### src/rtl/core/first_fit_free_list_allocator_top_assert.svh
// Assertion macros for the first-fit allocator
`ifndef FIRST_FIT_FREE_LIST_ALLOCATOR_TOP_ASSERT_SVH
`define FIRST_FIT_FREE_LIST_ALLOCATOR_TOP_ASSERT_SVH

// property that holds whenever reset is released
`define FFA_ASSERT(label, prop, msg) \
    label: assert property (@(posedge clk) disable iff (!rst_n) prop) else $error(msg);

// implication shorthand
`define FFA_IMPLY(label, cond, cons, msg) \
    label: assert property (@(posedge clk) disable iff (!rst_n) (cond) |-> (cons)) \
        else $error(msg);

`endif

### src/rtl/core/ffa_pkg.sv
package ffa_pkg;
    localparam int TableEntries = 64;
    localparam int IdxW = $clog2(TableEntries);
    localparam int CntW = $clog2(TableEntries + 1);

    typedef enum logic [1:0] {OP_ALLOC = 2'd0, OP_FREE = 2'd1, OP_CLEAR = 2'd2,
                              OP_RSVD = 2'd3} op_t;
    typedef enum logic [1:0] {ST_OK = 2'd0, ST_NOFIT = 2'd1, ST_LOST = 2'd2,
                              ST_RSVD = 2'd3} status_t;

    // memory command from the sequencer
    typedef struct packed {
        logic            rd_en;
        logic [IdxW-1:0] rd_idx;
        logic            wr_en;
        logic [IdxW-1:0] wr_idx;
        logic [31:0]     wr_start;
        logic [31:0]     wr_size;
    } mem_cmd_t;
endpackage

### src/rtl/core/ffa_table.sv
module ffa_table (
    input  logic             clk,
    input  ffa_pkg::mem_cmd_t cmd,
    output logic [31:0]      rd_start,
    output logic [31:0]      rd_size
);
    import ffa_pkg::*;

    logic [31:0] start_mem [TableEntries];
    logic [31:0] size_mem  [TableEntries];

    always_ff @(posedge clk)
    begin
        if (cmd.wr_en)
        begin
            start_mem[cmd.wr_idx] <= cmd.wr_start;
            size_mem[cmd.wr_idx]  <= cmd.wr_size;
        end
        if (cmd.rd_en)
        begin
            rd_start <= start_mem[cmd.rd_idx];
            rd_size  <= size_mem[cmd.rd_idx];
        end
    end
endmodule

### config.mk
export PLATFORM = sky130hd
export DESIGN_NAME = ffa_table
export DESIGN_NICKNAME = d
export VERILOG_FILES = /design/src/rtl/core/first_fit_free_list_allocator_top_assert.svh /design/src/rtl/core/ffa_pkg.sv /design/src/rtl/core/ffa_table.sv
export SDC_FILE = /design/constraint.sdc
export NUM_CORES = 2
export LEC_CHECK = 0
export ABC_AREA = 1
export BUFFER_PORTS_ARGS = -buffer_cell sky130_fd_sc_hd__buf_2
export CAP_MARGIN = 20
export CORE_MARGIN = 2
export CORE_UTILIZATION = 30
export DETAILED_ROUTE_END_ITERATION = 7
export HOLD_SLACK_MARGIN = 0.12
export PLACE_DENSITY = 0.47
export SYNTH_ARGS = -nofsm -noshare
export SYNTH_HDL_FRONTEND = slang
export SYNTH_SLANG_ARGS = --single-unit
### constraint.sdc
create_clock -name clk -period 10.4 [get_ports clk]
set_clock_uncertainty 0.2 [all_clocks]
set_input_delay 0.52 -clock clk [delete_from_list [all_inputs] [get_ports clk]]
set_output_delay 0.52 -clock clk [all_outputs]
set_load 0.01 [all_outputs]
==> results.toml <==
[timing]
finalCritPeriodShare = 0.410
finalHoldViolCount = 0
slew_viol_final = 0
worst_slack_ps = 6140
clock.fmax_ghz = 0.235
finalSetupViolations = 0
fin_crit_ps = 4260
setup_tns_ps = 0
holdWs_ps = 155
rsz0062_at_grt = "no"
tightestPinTransition_ps = 1190
relSlewSlack = 0.204

[placement]
io_buffers = 142
dpl.cell_count = 20216
dpl.hpwl_um = 291000
gp_congestion = 0.745
dp_slack_ps = 5630

[clocking]
ctsResizeCount = 0
clock_latency_ps = 1040
root_buffer = "clkbuf_16"
clkSinkCount = 4160
cts_tree = "done"
clk_pin_slew_ps = 60
clockBufferDepth = 4
numCtsBuffers = 442
h-tree-depth = 5

[power]
power.total_mw = 35.8
sw_frac_of_total = 0.234
p_clk_frac = 0.419
p_switching_mw = 8.37
p_per_area_mw_per_mm2 = 189
combPwrFrac = 0.059
ir_drop_mv = 0.133
p_seq_frac = 0.522
leakage_nw = 64.9
power.internal_mw = 27.4

[floorplanning]
core-area_mm2 = 0.552
start_util = 0.301
die_w_um = 748
dieHeight_um = 748
row_count = 273
die-area_mm2 = 0.559
io_pins = 143

[drt]
ant_nets = 0
dr.pass1.iters = 6
drc = 0
viasPerCell = 5.19
wl_per_cell_um = 28.3
dr_total_vias = 109718
drt-initial-drc-count = 13449
finalWirelength_um = 599000

[logic_synthesis]
netlist_top_cells_area = "edfxtp_1 (75%), nand3_1 (12%), nand2_1 (10%), buf_2 (1.5%), buf_4 (0.62%)"
synth_warnings = 0
synth_edf_count = 4160
synthCells = 13402
synth-compound-area-share = 0
synth_adder_area_share = 0
yosysUniqueCellTypes = 15
synth-seq-cells = 4160
synth_top_area_frac = 0.753
ys_seq_area_frac = 0.753
synth_xor_area_frac = 0
synthFlopType = "edfxtp_1"
async_flop_share = 0
syn-cell-area_mm2 = 0.166
synthMuxAreaShare = 0
synthSimpleGateAreaFrac = 0.218
synth_top_family_by_area = "simple AND/OR/NAND/NOR gates"
synth_nets = 13481
synth_common_cells = "nand2_1 (4416), edfxtp_1 (4160), nand3_1 (3848), buf_2 (512), buf_4 (138)"
yosys.area.top_type = "edfxtp_1"
synth_most_common_cell = "nand2_1"
avgSynthCellArea_um2 = 12.4

[setup_path]
critPathMaxFanout = 175
path_delay_family = "buffers and inverters"
startpoint_type = "input pin"
crit_chain = "dlygate4sd3_1, buf_12, inv_16, buf_16, buf_12, buf_4, nand2_1, nand3_1, nand3_1, nand3_1, nand3_1, nand2_1, nand2_1, nand2_1"
cpPeakStageDelay_ps = 770
crit_arrival_ps = 4920
critPathSlowestCell = "buf_4"
crit_type = "in2reg"
worst_ep_required_time_ps = 11050
end_kind = "register"
path_buf_inv = 6

[final_layout]
instances_no_fill = 21141
multi_input_area_mm2 = 0.0366
regArea_mm2 = 0.125
drive_above_1_share = 0.0778
nFillCells = 54112
nNetsFinal = 13558
syn2layout_area_growth_pct = 14.0

[global_routing]
grt_use_total = 0.207
grt_remaining_overflow = 0
antenna_found_initial = 74
grt_max_degree = 190
grt_pass1_vias = 102586
grt_first_pass_wirelength_um = 831000

[outcome]
status = "finished, final reports clean"

[flow_run]
maxCapViolCount = 0

[hold_path]
min_path_type = "in2reg"
## kinds of logic after synthesis
logic type,Yosys count
AND/OR/NAND/NOR,8336
buffers and inverters,906
flip-flops,4160
## per-stage QoR
stage	utilization	instance area, um2
after floorplan	-	166000
after global placement	0.315	174000
after detailed placement	0.316	174000
after CTS	0.341	188000
after global routing	0.343	189000
final	0.343	189000
## timing repair
action,4_1_cts,5_1_grt
hold buffers,75,0
buffers inserted,0,0
hold endpoints to repair,4104,0
## power groups by stage
stage / Sequential [mW] / Clock, mW / Combinational (mW)
final: 18.7 / 15.0 / 2.10
after global routing: 18.7 / 15.8 / 2.29
after CTS: 18.7 / 15.2 / 2.09
after detailed placement: 19.0 / 0 / 2.04
after global placement: 19.0 / 0 / 2.03
after floorplan: 19.0 / 0 / 1.14
## per-layer routing
| layer | GRT usage | share of wire | up-vias |
|---|---|---|---|
| met3 | 0.0259 | 0.069 | 768 |
| met4 | 0.0507 | 0.025 | 14 |
| li1 | - | - | 48090 |
| met1 | 0.298 | 0.44 | 56486 |
| met2 | 0.332 | 0.46 | 4360 |
| met5 | 0 | 0.00015 | - |
## cell type report
class / count / share of cell area
flip-flops and latches: 4160 / 0.661
multi-input cells: 8336 / 0.194
clock buffers: 562 / 0.0615
well taps: 7287 / 0.0482
repair buffers: 527 / 0.0257
clock inverters: 228 / 0.00933
inverters: 12 / 0.000556
diodes: 29 / 0.000384
## sequential cells by signal, summed over array words and instances, names as in the netlist
register	count
rd_start	32
rd_size	32
start_mem	2048
size_mem	2048
## layout by cell type, fill, tap and decap left out, types with 3 or more instances in the layout
master,n
buf_4,230
diode_2,29
buf_2,135
nand3_1,3848
clkinv_2,61
buf_8,8
inv_1,6
inv_8,3
clkinv_1,121
clkinv_16,7
nand2_1,4416
dlygate4sd3_1,75
clkbuf_1,115
clkinv_4,4
inv_16,7
clkinv_8,5
nand4_1,8
clkinvlp_4,3
nor2_4,64
bufinv_16,17
edfxtp_1,4160
clkbuf_16,447
buf_12,75
inv_6,6
## final timing paths
kind / to / slack (ps) / depth (start not counted) / startpoint
max: rd_size[23] / 6140 / 14 / cmd[71]
min reg2reg: rd_size[22] / 650 / 8 / size_mem[58][22]
min: start_mem[14][28] / 150 / 2 / cmd[60]
max reg2reg: rd_start[3] / 8450 / 8 / start_mem[44][3]
Note: power is estimated with default switching activity, not from simulation.
