<file path="config.mk">
export PLATFORM = sky130hd
export DESIGN_NAME = ffa_seq
export DESIGN_NICKNAME = d
export VERILOG_FILES = /design/src/rtl/core/first_fit_free_list_allocator_top_assert.svh /design/src/rtl/core/ffa_pkg.sv /design/src/rtl/core/ffa_seq.sv
export SDC_FILE = /design/constraint.sdc
export NUM_CORES = 1
export LEC_CHECK = 0
export ABC_AREA = 1
export BUFFER_PORTS_ARGS = -buffer_cell sky130_fd_sc_hd__buf_2
export CORE_MARGIN = 8
export CORE_UTILIZATION = 55
export DETAILED_ROUTE_END_ITERATION = 6
export PLACE_DENSITY = 0.81
export SETUP_SLACK_MARGIN = 0.5
export SKIP_LAST_GASP = 1
export SYNTH_ARGS = -nofsm -noshare
export SYNTH_HDL_FRONTEND = slang
export SYNTH_SLANG_ARGS = --single-unit
</file>
<file path="constraint.sdc">
create_clock -name clk -period 6.4 [get_ports clk]
set_input_delay 0.64 -clock clk [delete_from_list [all_inputs] [get_ports clk]]
set_output_delay 0.64 -clock clk [all_outputs]
set_load 0.02 [all_outputs]
</file>
<file path="src/rtl/core/first_fit_free_list_allocator_top_assert.svh">
// Assertion macros for the first-fit allocator
`ifndef FIRST_FIT_FREE_LIST_ALLOCATOR_TOP_ASSERT_SVH
`define FIRST_FIT_FREE_LIST_ALLOCATOR_TOP_ASSERT_SVH

// property that holds whenever reset is released
`define FFA_ASSERT(label, prop, msg) \
    label: assert property (@(posedge clk) disable iff (!rst_n) prop) else $error(msg);

// implication shorthand
`define FFA_IMPLY(label, cond, cons, msg) \
    label: assert property (@(posedge clk) disable iff (!rst_n) (cond) |-> (cons)) \
        else $error(msg);

`endif

</file>
<file path="src/rtl/core/ffa_pkg.sv">
package ffa_pkg;
    localparam int TableEntries = 64;
    localparam int IdxW = $clog2(TableEntries);
    localparam int CntW = $clog2(TableEntries + 1);

    typedef enum logic [1:0] {OP_ALLOC = 2'd0, OP_FREE = 2'd1, OP_CLEAR = 2'd2,
                              OP_RSVD = 2'd3} op_t;
    typedef enum logic [1:0] {ST_OK = 2'd0, ST_NOFIT = 2'd1, ST_LOST = 2'd2,
                              ST_RSVD = 2'd3} status_t;

    // memory command from the sequencer
    typedef struct packed {
        logic            rd_en;
        logic [IdxW-1:0] rd_idx;
        logic            wr_en;
        logic [IdxW-1:0] wr_idx;
        logic [31:0]     wr_start;
        logic [31:0]     wr_size;
    } mem_cmd_t;
endpackage

</file>
<file path="src/rtl/core/ffa_seq.sv">
module ffa_seq (
    input  logic              clk,
    input  logic              rst_n,
    input  logic              in_valid,
    output logic              in_stall,
    input  logic [1:0]        operation,
    input  logic [31:0]       extent_address,
    input  logic [31:0]       byte_count,
    output logic              out_valid,
    input  logic              out_stall,
    output logic [31:0]       granted_address,
    output logic [1:0]        status,
    output logic [6:0]        entries_used,
    output logic [6:0]        peak_entries,
    output logic [31:0]       lost_events,
    output logic [31:0]       lost_bytes,
    output logic [31:0]       free_bytes_total,
    output ffa_pkg::mem_cmd_t cmd,
    input  logic [31:0]       rd_start,
    input  logic [31:0]       rd_size
);
    import ffa_pkg::*;

    // RD issues read of idx_reg, CHK examines the data in the next cycle.
    typedef enum logic [3:0] {
        S_IDLE, S_ARD, S_ACHK, S_FRD, S_FCHK, S_FUP, S_FUPCHK,
        S_RMRD, S_RMWR, S_INRD, S_INWR, S_DONE
    } state_t;

    state_t          state_reg;
    logic [31:0]     addr_reg, cnt_reg;
    logic [CntW-1:0] idx_reg;      // scan / shift index
    logic [CntW-1:0] pos_reg;      // insert position
    logic [CntW-1:0] count_reg, peak_reg;
    logic [31:0]     lost_reg, lostb_reg, sum_reg;
    logic [31:0]     lo_start_reg, lo_size_reg;
    logic            lo_ok_reg;
    logic [31:0]     grant_reg;
    logic [1:0]      st_reg;
    logic            ovalid_reg;

    logic [CntW-1:0] idx_m1;
    logic [32:0]     lostb_add;
    assign idx_m1    = idx_reg - CntW'(1);
    assign lostb_add = {1'b0, lostb_reg} + {1'b0, cnt_reg};

    assign in_stall = (state_reg != S_IDLE) || ovalid_reg;
    assign out_valid = ovalid_reg;
    assign granted_address = grant_reg;
    assign status = st_reg;
    assign entries_used = 7'(count_reg);
    assign peak_entries = 7'(peak_reg);
    assign lost_events = lost_reg;
    assign lost_bytes = lostb_reg;
    assign free_bytes_total = sum_reg;

    always_comb
    begin
        cmd = '0;
        unique case (state_reg)
            S_ARD, S_FRD, S_FUP, S_RMRD, S_INRD:
            begin
                cmd.rd_en  = 1'b1;
                cmd.rd_idx = IdxW'(state_reg == S_INRD ? idx_m1 : idx_reg);
            end
            default: ;
        endcase
        unique case (state_reg)
            S_RMWR:
            begin
                cmd.wr_en = 1'b1; cmd.wr_idx = IdxW'(idx_m1);
                cmd.wr_start = rd_start; cmd.wr_size = rd_size;
            end
            S_INWR:
            begin
                cmd.wr_en = 1'b1; cmd.wr_idx = IdxW'(idx_reg);
                cmd.wr_start = rd_start; cmd.wr_size = rd_size;
            end
            default: ;
        endcase
        // single-cycle writes issued from check states and from the last insert step
        if (state_reg == S_ACHK && rd_size >= cnt_reg)
        begin
            cmd.wr_en = 1'b1; cmd.wr_idx = IdxW'(idx_reg);
            cmd.wr_start = rd_start + cnt_reg; cmd.wr_size = rd_size - cnt_reg;
        end
        if (state_reg == S_FUPCHK)
        begin
            cmd.wr_en = 1'b1;
            if (lo_ok_reg)
            begin
                cmd.wr_idx = IdxW'(idx_m1);
                cmd.wr_start = lo_start_reg;
                cmd.wr_size = lo_size_reg + cnt_reg +
                    ((idx_reg < count_reg && addr_reg + cnt_reg == rd_start) ? rd_size : 32'd0);
            end
            else if (idx_reg < count_reg && addr_reg + cnt_reg == rd_start)
            begin
                cmd.wr_idx = IdxW'(idx_reg);
                cmd.wr_start = addr_reg; cmd.wr_size = rd_size + cnt_reg;
            end
            else
                cmd.wr_en = 1'b0;
        end
        if (state_reg == S_INRD && idx_reg == pos_reg)
        begin
            cmd.rd_en = 1'b0;
            cmd.wr_en = 1'b1; cmd.wr_idx = IdxW'(pos_reg);
            cmd.wr_start = addr_reg; cmd.wr_size = cnt_reg;
        end
    end

    always_ff @(posedge clk or negedge rst_n)
    begin
        if (!rst_n)
        begin
            state_reg <= S_IDLE;
            count_reg <= '0; peak_reg <= '0;
            lost_reg <= '0; lostb_reg <= '0; sum_reg <= '0;
            ovalid_reg <= 1'b0;
        end
        else
        begin
            if (ovalid_reg && !out_stall)
                ovalid_reg <= 1'b0;
            unique case (state_reg)
                S_IDLE:
                    if (in_valid && !in_stall)
                    begin
                        addr_reg <= extent_address;
                        cnt_reg <= byte_count; idx_reg <= '0;
                        grant_reg <= '0; st_reg <= ST_OK; lo_ok_reg <= 1'b0;
                        unique case (op_t'(operation))
                            OP_ALLOC: state_reg <= S_ARD;
                            OP_FREE:  state_reg <= S_FRD;
                            OP_CLEAR:
                            begin
                                count_reg <= '0; peak_reg <= '0; lost_reg <= '0;
                                lostb_reg <= '0; sum_reg <= '0; state_reg <= S_DONE;
                            end
                            default:  state_reg <= S_DONE;
                        endcase
                    end
                S_ARD:
                    if (idx_reg >= count_reg)
                    begin
                        st_reg <= ST_NOFIT; state_reg <= S_DONE;
                    end
                    else
                        state_reg <= S_ACHK;
                S_ACHK:
                    if (rd_size >= cnt_reg)
                    begin
                        grant_reg <= rd_start;
                        sum_reg <= sum_reg - cnt_reg;
                        if (rd_size == cnt_reg)
                        begin
                            count_reg <= count_reg - CntW'(1);
                            idx_reg <= idx_reg + CntW'(1);
                            state_reg <= S_RMRD;
                        end
                        else
                            state_reg <= S_DONE;
                    end
                    else
                    begin
                        idx_reg <= idx_reg + CntW'(1); state_reg <= S_ARD;
                    end
                S_FRD:
                    if (idx_reg >= count_reg)
                        state_reg <= S_FUP;
                    else
                        state_reg <= S_FCHK;
                S_FCHK:
                    if (rd_start > addr_reg)
                        state_reg <= S_FUP;
                    else
                    begin
                        lo_ok_reg <= (rd_start + rd_size == addr_reg);
                        lo_start_reg <= rd_start; lo_size_reg <= rd_size;
                        idx_reg <= idx_reg + CntW'(1); state_reg <= S_FRD;
                    end
                S_FUP: state_reg <= S_FUPCHK;
                S_FUPCHK:
                    if (lo_ok_reg)
                    begin
                        sum_reg <= sum_reg + cnt_reg;
                        if (idx_reg < count_reg && addr_reg + cnt_reg == rd_start)
                        begin
                            count_reg <= count_reg - CntW'(1);
                            idx_reg <= idx_reg + CntW'(1);
                            state_reg <= S_RMRD;
                        end
                        else
                            state_reg <= S_DONE;
                    end
                    else if (idx_reg < count_reg && addr_reg + cnt_reg == rd_start)
                    begin
                        sum_reg <= sum_reg + cnt_reg; state_reg <= S_DONE;
                    end
                    else if (count_reg < CntW'(TableEntries))
                    begin
                        pos_reg <= idx_reg; idx_reg <= count_reg;
                        count_reg <= count_reg + CntW'(1);
                        if (peak_reg <= count_reg)
                            peak_reg <= count_reg + CntW'(1);
                        sum_reg <= sum_reg + cnt_reg;
                        state_reg <= S_INRD;
                    end
                    else
                    begin
                        st_reg <= ST_LOST;
                        if (lost_reg != '1)
                            lost_reg <= lost_reg + 32'd1;
                        lostb_reg <= lostb_add[32] ? '1 : lostb_add[31:0];
                        state_reg <= S_DONE;
                    end
                // shift entries down: idx_reg is source, idx-1 destination
                S_RMRD:
                    if (idx_reg > count_reg)
                        state_reg <= S_DONE;
                    else
                        state_reg <= S_RMWR;
                S_RMWR:
                begin
                    idx_reg <= idx_reg + CntW'(1); state_reg <= S_RMRD;
                end
                // shift entries up: read idx-1, write idx
                S_INRD:
                    if (idx_reg == pos_reg)
                        state_reg <= S_DONE;
                    else
                        state_reg <= S_INWR;
                S_INWR:
                begin
                    idx_reg <= idx_m1; state_reg <= S_INRD;
                end
                S_DONE:
                begin
                    ovalid_reg <= 1'b1; state_reg <= S_IDLE;
                end
                default: state_reg <= S_IDLE;
            endcase
        end
    end
endmodule

</file>
==> out/qor.yml <==
status: "finished with violations"
violations: "negative setup slack"
hpwl_um: 103000
finalNonFillerCells: 6039
yosys_most_used_dff: "edfxtp_1"
crit_slowest_cell: "fa_1"
worstSetupPathType: "register to output pin"
via_per_inst: 5.91
die-area_mm2: 0.0662
p_leak_nw: 19.8
wl_um: 131000
overflow: 0
die_h_um: 257
cp-end-kind: "output pin"
max_slew_margin_pct: 28.1
path_clk_slew_ps: 60
fmax_ghz: 0.141
first_iter_violations: 3966
htree_levels: 2
gp_congestion: 1.03
max_stage_delay_ps: 440
first_global_vias: 33566
nets: 5708
setup_ws_ps: -701
synth.avg_cell_area_um2: 7.00
num_rows: 88
hp-start: "extent_address[17]"
root_buffer: "clkbuf_16"
hold_violations: 0
ant_nets: 0
via_count: 35701
antenna_found_initial: 12
final_cell_area_mm2: 0.0401
synth-edff-count: 177
path_max_fanout: 8
placed_area_mm2: 0.0367
synth-async-reset-ratio_pct: 39.4
areaGrowthSynthToFinish_pct: 25.2
core-area_mm2: 0.0576
r2r_setup_slack_ps: 910
setup_violations: 26
hold_path.class: "input pin to register"
critPathArrivalTime_ps: 6460
clkLatencyLatePin_ps: 590
r2r-start: "cnt_reg[0]"
worstPathRequired_ps: 5760
grt_pass1_wl_um: 194000
synth_cell_types: 65
min_period_over_period_pct: 111
track_usage_pct: 37.0
ioPinCount: 358
io_buffers: 357
start_util_pct: 55.6
slew_viol_final: 0
worst_slew_pin_slew_ps: 1070
period_minus_slack_ps: 7100
netlist_instances: 4577
reg2regPathDepth: 27
cts_tree: "built"
firstDrtPassIters: 6
reg2reg_to: "free_bytes_total[29]"
die_w_um: 257
place_inst: 5902
cp-endpoint: "cmd[7]"
powerDensity_mw_per_mm2: 288
ir_drop_mv: 0.313
skew_ps: 33.7
yosys_warnings: 0
cts_buffer_depth: 3
clock-sinks: 292
rsz0062_at_grt: "true"
drive_gt1_share_pct: 21.1
grt_max_degree: 65
drc_errors: 0
cts_buffers: 37
syn_nets: 5051
timing.critical_path.from: "addr_reg[0]"
synth_area_mm2: 0.0320
maxCapViolCount: 0
cpMostUsedCell: "buf_6"
ys_seq_elements: 292
startpoint_type: "register"
wire_per_inst_um: 21.8
yosysSeqAreaShare_pct: 25.6
-- per-layer routing --
metal	track usage, %	vias to the layer above	share of wire [%]
met1	48.9	16520	41
met2	56.9	2057	43
met3	8.51	436	11
met5	0	-	0.018
li1	-	16684	-
met4	17.6	4	5.7
-- cells by family (layout without fill, tap and decap cells) --
kind of cell / count (synthesis) / in the layout / synth area share, %
other: 0 / 12 / 0
AO/OA/AOI/OAI: 997 / 997 / 18.3
adder cells (fa/ha/maj): 340 / 340 / 14.2
XOR/XNOR: 286 / 286 / 7.89
AND/OR/NAND/NOR: 1913 / 1913 / 25.0
flip-flops: 292 / 292 / 25.6
buffers and inverters: 749 / 1434 / 9.01
-- where the power goes --
part | internal (W) | switching [W] | total [W]
registers | 0.00234 | 0.000215 | 0.00255
logic | 0.00241 | 0.00440 | 0.00681
clock network | 0.00126 | 0.000912 | 0.00217
total | 0.00601 | 0.00552 | 0.0115
-- metrics by stage --
step | utilization [%] | setup TNS, ps | hold WS (ps) | power [W] | setup slack [ps]
finish | 69.6 | -13210 | 220 | 0.0115 | -701
floorplan | - | 0 | 344 | 0.00661 | 502
CTS | 67.0 | -11590 | 200 | 0.0111 | -641
global placement | 63.8 | -4280 | 507 | 0.00870 | -348
global route | 69.6 | -18490 | 204 | 0.0122 | -922
detailed placement | 63.8 | -7400 | 503 | 0.00879 | -486
-- cells in the mapped netlist, types with 20 or more instances --
master	number	area [um^2]
nand2_1	993	3730
inv_1	623	2340
nor2_1	476	1790
a21oi_1	385	1930
ha_1	301	3770
o21ai_0	296	1480
nand3_1	209	1050
xor2_1	209	1830
edfxtp_1	177	5320
dfrtp_1	115	2880
clkbuf_1	82	308
nor3_1	79	395
xnor2_1	75	657
a31oi_1	52	325
nand4_1	52	325
fa_1	39	781
a21o_1	31	233
o22ai_2	30	375
o22ai_1	29	181
o211ai_1	27	203
nor4_1	25	156
o21bai_1	22	165
or2_2	21	131
a22oi_1	20	150
-- worst min-delay path by stage --
| stage | to | slack (ps) | cells past startpoint |
|---|---|---|---|
| final | addr_reg[17] | 220 | 1 |
| after floorplan | entries_used[0] | 340 | 0 |
| after global routing | addr_reg[27] | 200 | 1 |
| after detailed placement | peak_entries[3] | 500 | 2 |
| after global placement | peak_entries[3] | 510 | 2 |
| after CTS | addr_reg[17] | 200 | 1 |
-- cell type report --
| class | instances | area (um^2) |
|---|---|---|
| Antenna cell | 12 | 30.0 |
| Clock buffer | 52 | 1030 |
| Clock inverter | 15 | 166 |
| Fill cell | 4962 | 17500 |
| Inverter | 637 | 2410 |
| Multi-Input combinational cell | 3536 | 22400 |
| Sequential cell | 292 | 8190 |
| Tap cell | 765 | 957 |
| Timing Repair Buffer | 730 | 4920 |
-- repair_timing --
action | 4_1_cts | 5_1_grt
gates resized for setup | 133 | 237
setup buffers | 10 | 45
setup endpoints to repair | 30 | 48
pin swaps | 32 | 94
gates cloned | 0 | 2
endpoints found under the hold margin | 18 | 0
hold buffers | 1 | 0
-- cells in the final DEF, fill, tap and decap left out, types with 20 or more instances in the layout --
cell	synthesis	final
nor2_4	3	22
o22ai_2	30	32
nor3_1	79	73
nor4_1	25	22
a21oi_2	1	24
buf_4	4	359
o211ai_1	27	27
inv_1	623	611
ha_1	301	262
ha_4	0	37
nor2_2	5	25
xor2_1	209	208
a21oi_1	385	358
buf_6	5	33
o21bai_1	22	20
a22oi_1	20	20
xnor2_1	75	73
fa_1	39	35
buf_2	15	327
nor2_1	476	437
nand2_1	993	949
nand3_2	4	27
o21ai_0	296	262
a21o_1	31	31
nand3_1	209	179
o22ai_1	29	27
or2_2	21	20
edfxtp_1	177	177
clkbuf_16	0	41
nand2_2	12	47
nand4_1	52	52
o21ai_1	14	33
dfrtp_1	115	115
a31oi_1	52	49
-- worst max-delay path, delay by kind of cell (launching register included) --
kind	cells	cell delay (ps)
xor gates and xnor gates	3	440
buffers and inverters	17	1800
AOI/OAI and AO/OA	3	290
adders and majority gates	4	1360
and+or+nand+nor	13	1650
DFF	1	360
Note: power is estimated with default switching activity, not from simulation.
